$ cat config.mk
export PLATFORM = sky130hd
export DESIGN_NAME = mmpbm_front
export DESIGN_NICKNAME = d
export VERILOG_FILES = /design/src/hw/rtl/mmpbm_pkg.sv /design/src/hw/rtl/mmpbm_front.sv
export SDC_FILE = /design/constraint.sdc
export NUM_CORES = 1
export LEC_CHECK = 0
export BUFFER_PORTS_ARGS = -buffer_cell sky130_fd_sc_hd__buf_2
export CAP_MARGIN = 15
export CORE_AREA = 2 2 79 81
export CTS_CLUSTER_SIZE = 12
export DETAILED_ROUTE_END_ITERATION = 10
export DIE_AREA = 0 0 81 83
export PLACE_DENSITY = 0.66
export SYNTH_ARGS = -nofsm -noshare
export SYNTH_HDL_FRONTEND = slang
export SYNTH_SLANG_ARGS = --single-unit
export TNS_END_PERCENT = 50
$ cat constraint.sdc
create_clock -name clock -period 2.65 [get_ports clock]
set_input_delay 0.795 -clock clock [delete_from_list [all_inputs] [get_ports clock]]
set_output_delay 0.795 -clock clock [all_outputs]
set_load 0.05 [all_outputs]
$ cat src/hw/rtl/mmpbm_pkg.sv
// Package of the multimode PRG bank mapper: widths, codes, beat structs.
// Has no dependencies. Every RTL file of the mapper but mmpbm_ram imports it.
`default_nettype none

package mmpbm_pkg;

   localparam int unsigned ADDR_W      = 16;
   localparam int unsigned DATA_W      = 8;
   localparam int unsigned ROM_ADDR_W  = 20;
   localparam int unsigned CNT_W       = 7;
   localparam int unsigned BANK_W      = 6;
   localparam int unsigned OFFS_W      = 13;
   localparam int unsigned RAM_DEPTH   = 8192;
   localparam int unsigned MAX_BANKS   = 64;
   localparam int unsigned QUEUE_DEPTH = 2;
   localparam int unsigned QPTR_W      = $clog2(QUEUE_DEPTH);
   localparam int unsigned QCNT_W      = $clog2(QUEUE_DEPTH + 1);
   localparam int unsigned STEP_W      = $clog2(BANK_W + 1);

   // bus access codes
   localparam logic [1:0] REQ_CPU_READ  = 2'd0;
   localparam logic [1:0] REQ_CPU_WRITE = 2'd1;
   localparam logic [1:0] REQ_PPU_READ  = 2'd2;
   localparam logic [1:0] REQ_PPU_WRITE = 2'd3;

   // PRG modes from the latch write address
   localparam logic [1:0] MODE_32K          = 2'd0;
   localparam logic [1:0] MODE_UPPER_FIXED  = 2'd1;
   localparam logic [1:0] MODE_8K           = 2'd2;
   localparam logic [1:0] MODE_16K_MIRROR   = 2'd3;

   localparam logic [ADDR_W-1:0] PRG_RAM_BASE = 16'h6000;
   localparam logic [ADDR_W-1:0] ROM_BASE     = 16'h8000;
   localparam logic [ADDR_W-1:0] CHR_TOP      = 16'h1FFF;

   localparam logic [CNT_W-1:0] CNT_RESET = CNT_W'(1);
   localparam logic [CNT_W-1:0] CNT_MAX   = CNT_W'(MAX_BANKS);

   typedef struct packed {
      logic [1:0]        req_type;
      logic [ADDR_W-1:0] address;
      logic [DATA_W-1:0] write_data;
   } mmpbm_req_type;

   typedef struct packed {
      logic                  claimed;
      logic [DATA_W-1:0]     read_data;
      logic                  rom_read;
      logic [ROM_ADDR_W-1:0] rom_address;
      logic                  mirror_horizontal;
   } mmpbm_rsp_type;

   typedef enum logic [2:0] {
      KIND_NONE     = 3'd0,
      KIND_PRG_RD   = 3'd1,
      KIND_PRG_WR   = 3'd2,
      KIND_ROM_RD   = 3'd3,
      KIND_LATCH_WR = 3'd4,
      KIND_CHR_RD   = 3'd5,
      KIND_CHR_WR   = 3'd6
   } mmpbm_kind_type;

   typedef struct packed {
      mmpbm_kind_type    kind;
      logic [ADDR_W-1:0] address;
      logic [DATA_W-1:0] data;
   } mmpbm_entry_type;

   typedef struct packed {
      logic            valid;
      mmpbm_entry_type entry;
   } mmpbm_queue_type;

endpackage

`default_nettype wire

$ cat src/hw/rtl/mmpbm_front.sv
// Front of the mapper: takes request beats, decodes them, queues them.
// Depends on mmpbm_pkg.
`default_nettype none

module mmpbm_front (
   input  wire logic                      clock,
   input  wire logic                      reset,
   input  wire logic                      req_push,
   output logic                           req_full,
   input  wire mmpbm_pkg::mmpbm_req_type  req_payload,
   input  wire logic                      hold,
   input  wire logic                      q_pop,
   output mmpbm_pkg::mmpbm_queue_type     q_head
);
   import mmpbm_pkg::*;

   mmpbm_entry_type   entry_ff [QUEUE_DEPTH];
   logic [QPTR_W-1:0] wr_ptr_ff, wr_ptr_in;
   logic [QPTR_W-1:0] rd_ptr_ff, rd_ptr_in;
   logic [QCNT_W-1:0] cnt_ff, cnt_in;
   mmpbm_kind_type    kind;
   logic              push_ok;
   logic              pop_ok;

   // decode the access
   always_comb begin
      kind = KIND_NONE;
      unique case (req_payload.req_type)
         REQ_CPU_READ: begin
            if (req_payload.address >= PRG_RAM_BASE) begin
               kind = (req_payload.address < ROM_BASE) ? KIND_PRG_RD : KIND_ROM_RD;
            end
         end
         REQ_CPU_WRITE: begin
            if (req_payload.address >= PRG_RAM_BASE) begin
               kind = (req_payload.address < ROM_BASE) ? KIND_PRG_WR : KIND_LATCH_WR;
            end
         end
         REQ_PPU_READ: begin
            if (req_payload.address <= CHR_TOP) begin
               kind = KIND_CHR_RD;
            end
         end
         REQ_PPU_WRITE: begin
            if (req_payload.address <= CHR_TOP) begin
               kind = KIND_CHR_WR;
            end
         end
         default: kind = KIND_NONE;
      endcase
   end

   assign req_full = hold || (cnt_ff == QCNT_W'(QUEUE_DEPTH));
   assign push_ok  = req_push && !req_full;
   assign pop_ok   = q_pop && (cnt_ff != '0);

   always_comb begin
      wr_ptr_in = wr_ptr_ff;
      rd_ptr_in = rd_ptr_ff;
      cnt_in    = cnt_ff;
      if (push_ok) begin
         wr_ptr_in = (wr_ptr_ff == QPTR_W'(QUEUE_DEPTH - 1)) ? '0 : wr_ptr_ff + 1'b1;
      end
      if (pop_ok) begin
         rd_ptr_in = (rd_ptr_ff == QPTR_W'(QUEUE_DEPTH - 1)) ? '0 : rd_ptr_ff + 1'b1;
      end
      if (push_ok && !pop_ok) begin
         cnt_in = cnt_ff + 1'b1;
      end else if (pop_ok && !push_ok) begin
         cnt_in = cnt_ff - 1'b1;
      end
   end

   always_ff @(posedge clock) begin
      if (reset) begin
         wr_ptr_ff <= '0;
         rd_ptr_ff <= '0;
         cnt_ff    <= '0;
      end else begin
         wr_ptr_ff <= wr_ptr_in;
         rd_ptr_ff <= rd_ptr_in;
         cnt_ff    <= cnt_in;
      end
   end

   always_ff @(posedge clock) begin
      if (push_ok) begin
         entry_ff[wr_ptr_ff] <= '{kind: kind, address: req_payload.address,
                                  data: req_payload.write_data};
      end
   end

   assign q_head.valid = (cnt_ff != '0);
   assign q_head.entry = entry_ff[rd_ptr_ff];

   // queue never overfills
   a_cnt_bound: assert property (@(posedge clock) disable iff (reset)
      cnt_ff <= QCNT_W'(QUEUE_DEPTH))
      else $error("front queue count beyond depth");

endmodule

`default_nettype wire

======== After elaboration in Yosys (flattened, before gate mapping) ========
Memories as Yosys holds them, arrays and structs flattened. A register that Yosys moved wholly into a read port is not among the register bits.
Cells that the tools add are included.
operators by class
  add/sub/neg operators ................... 4
  eq/ne operators ......................... 4
  order comparisons ....................... 3
  reduce and logical (&&, ||, !) cells .... 11
  mux-type cells .......................... 15
operators by type and width
  operator                count
  $ge A16 B15 Y1 const B  1
  $le A16 B13 Y1 const B  1
  $lt A16 B16 Y1 const B  1
  $mux W3                 4
  $pmux W3 S4             1
  $mux W2                 4
  $eq A2 B2 Y1 const B    3
  $mux W1                 6
  $logic_and A1 B1 Y1     4
  $reduce_bool A2 Y1      2
  $logic_not A1 Y1        3
  $add A1 B1 Y1 const B   2
  $add A2 B1 Y2 const B   1
  $eq A2 B1 Y1 const B    1
  $logic_not A2 Y1        1
  $sub A2 B1 Y2 const B   1
  $logic_or A1 B1 Y1      1
storage, ports and cells
  bits of input ports ..................... 31
  output and inout port bits .............. 29
  word-level logic and storage cells ...... 41
  bits in registers ....................... 4
  memory bits (writable) .................. 54
  memories kept ........................... 1
memories
  memory    depth  width  read ports  clocked after memory_dff  write ports  line               source
  entry_ff  2      27     1           1                         1            mmpbm_front.sv:17  mmpbm_entry_type entry_ff [QUEUE_DEPTH];

======== Longest topological paths before layout ========
  depth in word-level cells ............... 8
  mapped depth ............................ 6
  depth with buffers taken out ............ 6

======== Worst setup path before layout ========
No wires, ideal clock.
  path kind ............................... in2reg
  from .................................... input port hold
  to ...................................... memory entry_ff[0][0] (netlist name), enable pin
  required time ........................... 2.236 ns
  buffers on the path ..................... 0
  arrival time ............................ 2.293 ns
  slack ................................... -0.057 ns
  library setup time ...................... 0.414 ns
  stages .................................. 2
  path through ............................ nor3b_4 nor2b_1
on the way
  cells in the longest elaborated chain, start to end .. 5
RTL lines
  item                           line               source
  start, declared                mmpbm_front.sv:11  input wire logic hold,
  $logic_or A1 B1 Y1             mmpbm_front.sv:53  assign req_full = hold || (cnt_ff == QCNT_W'(QUEUE_DEPTH));
  $logic_not A1 Y1               mmpbm_front.sv:54  assign push_ok = req_push && !req_full;
  $logic_and A1 B1 Y1            mmpbm_front.sv:54
  $mux W1                        mmpbm_front.sv:87  if (push_ok) begin
  $mux W1 (not written as such)  mmpbm_front.sv:88  entry_ff[wr_ptr_ff] <= '{kind: kind, address: req_payload.address,
  end, declared                  mmpbm_front.sv:17
Every way passes these cells.

==> metrics <==
synth top area cells=edfxtp_1, mux2_2, dfxtp_1; reg-to-reg setup timing slack=1010 ps; cts bufs inserted=9; drt total wl=3732 µm; commonest non-fill, non-tap cell in the layout=buf_2; gr busiest metal=met2; RSZ-0062 raised after global routing=false; # resized after CTS=0; Nets=226; Boundary Pins=60; Compound-Gate Fraction of Synth Area=0.01887; pin count of the biggest net entering global routing=15; synth unique cells=20; Antenna diodes=0; Setup Viol. Count Final=0; register area share after synthesis=0.7636; most frequent cells in the layout=buf_2, edfxtp_1, mux2_2, clkbuf_8, buf_4; Area Overhead vs Synth=26.80%; H-tree depth=3; DRT Pass-1 Iters=4; postcts setup bufs=0; post-DP HPWL=2539 µm; total clock sinks=59; height of the die=83 µm; clock buffer depth=2; met3 usage=0.04022; worst reg2reg endpoint=cnt_ff[1]; drt via density=4.631; CP max FO=14; Cell Area, Synth=2255 µm²; Fin Setup TNS=0 ps; register area=1722 µm²; Starting Density=0.3877; placed cells=258; adder-cell share of the synthesized area=0.005549; first-pass GRT wire length=5740 µm; CP Capture Point=q_head[2]; pwr dens=1023 nW/µm²; die area=6723 µm²; Worst Hold Class=reg2reg; clock slew at reported path FFs=60 ps; max-capacitance violation count=0; leak pwr=1.091 nW; DR iter-0 viols=31; Hold Violations, Final=0; Crit path largest cell delay=360 ps; met1 GRT Util=0.1378; Mapped Cells=121; R2R cell count=5; cell taking the most area after synthesis=edfxtp_1; Yosys reg bits=59; Routed WL per cell=13.62 µm; cell row count=28; mux share of post-synthesis cell area=0.1398; CP startpoint kind=flip-flop; CP arrival=1450 ps; # DRC=0; design area=2859 µm²; Synth top area share=0.7192; Slew Viols, Final=0; maximum vdd drop=0.6544 mV; vias in the first global route=1253; met2 Usage GRT=0.1788; DR vias=1269; worst-margin pin slew=327.1 ps; post-synthesis simple-gate area fraction=0.05383; GRT Util Overall=0.1167; RR Startpoint=cnt_ff[0]; Max Freq=0.4455 GHz; period utilisation layout=0.8471; Synth Area in XOR/XNOR=0.01165; final-layout fill cell count=542; Setup CP Type=reg2out; Skew-Pair Late Insertion Delay=320 ps; Synthesized Nets=153; clk root buf=clkbuf_8; Core ar.=5816 µm²; Worst Setup End Kind=primary output; GPL Wtd Cong=0.6746; Final min period=2245 ps; layout cells sized above 1=0.5678; Layout Skew=3.392 ps; initial antenna violation count=0; Hold Slack=514.4 ps; CTS tree=yes; post-route ant nets=0; crit-path cells=buf_4 > mux2_2 > buf_2; CTS hold repair buffers=0; Multi-input gate area=520.5 µm²; grt ovf=0; port bufs=59; Worst path slowest cell=mux2_2; largest family of logic cells by synthesized area=multiplexers; WP data required=1860 ps; non-filler cells, final=274; status=completed; placed inst area=2676 µm²; die width=81 µm; post-synthesis average cell area=18.63 µm²; worst rel slew slack=0.7797; Yosys warning count=0
[worst max-delay path, delay by kind of cell (launching register included)]
kind	cells	cell delay, ps
buffers and inverters	2	440
flip-flops	1	320
multiplexers	1	360
[Yosys cell counts]
library cell	n
and3b_1	1
nand2_1	2
ha_1	1
o21ai_0	5
dfxtp_1	5
edfxtp_1	54
mux2_2	28
xor2_1	3
buf_2	3
or2_2	2
a21oi_1	2
nor3b_1	1
nor3b_4	1
nor2b_1	3
or4b_1	1
nor2_2	1
and2_1	1
or3_1	1
o21a_1	1
nor2_1	5
[registers in the layout, summed over array words and instances (netlist names), named ones only]
signal     flops
entry_ff      54
cnt_ff         2
rd_ptr_ff      1
wr_ptr_ff      1
[power breakdown]
part           internal, mW  leakage [nW]  switching [mW]
Combinational         0.314         0.454           0.712
Sequential             1.12         0.537          0.0362
Clock                 0.422         0.100           0.322
[per-layer routing]
metal | vias to the layer above | share of wire
li1 | 610 | -
met1 | 606 | 0.45
met2 | 43 | 0.46
met3 | 10 | 0.061
met4 | 0 | 0.023
met5 | - | 0
[worst min path at each step]
| stage | from | end | slack (ps) | cells past startpoint |
|---|---|---|---|---|
| floorplan | cnt_ff[1] | cnt_ff[1] | 470 | 2 |
| global placement | rd_ptr_ff | rd_ptr_ff | 490 | 2 |
| detailed placement | rd_ptr_ff | rd_ptr_ff | 500 | 2 |
| CTS | rd_ptr_ff | rd_ptr_ff | 520 | 2 |
| global route | rd_ptr_ff | flip-flop | 560 | 2 |
| finish | rd_ptr_ff | rd_ptr_ff | 510 | 2 |
[final cells by class]
| class | count | share of cell area |
|---|---|---|
| Clock buffer | 9 | 0.04333 |
| Clock inverter | 7 | 0.02057 |
| Multi-Input combinational cell | 59 | 0.1821 |
| Sequential cell | 59 | 0.6022 |
| Tap cell | 75 | 0.03282 |
| Timing Repair Buffer | 65 | 0.1190 |
[metrics by stage]
step	utilization	setup slack [ps]	power (mW)
4_1_cts	0.4916	363.1	2.965
2_1_floorplan	-	439.3	1.988
5_1_grt	0.4916	318.9	3.063
3_5_place_dp	0.4602	450.9	2.210
3_3_place_gp	0.4602	453.2	2.207
6_report	0.4916	405.2	2.925
[kinds of logic after synthesis]
family	after synthesis
flip-flops	59
multiplexers	28
AND/OR/NAND/NOR	19
AO/OA/AOI/OAI	8
XOR/XNOR	3
buffers and inverters	3
adder cells (fa/ha/maj)	1
Note: power is estimated with default switching activity, not from simulation.
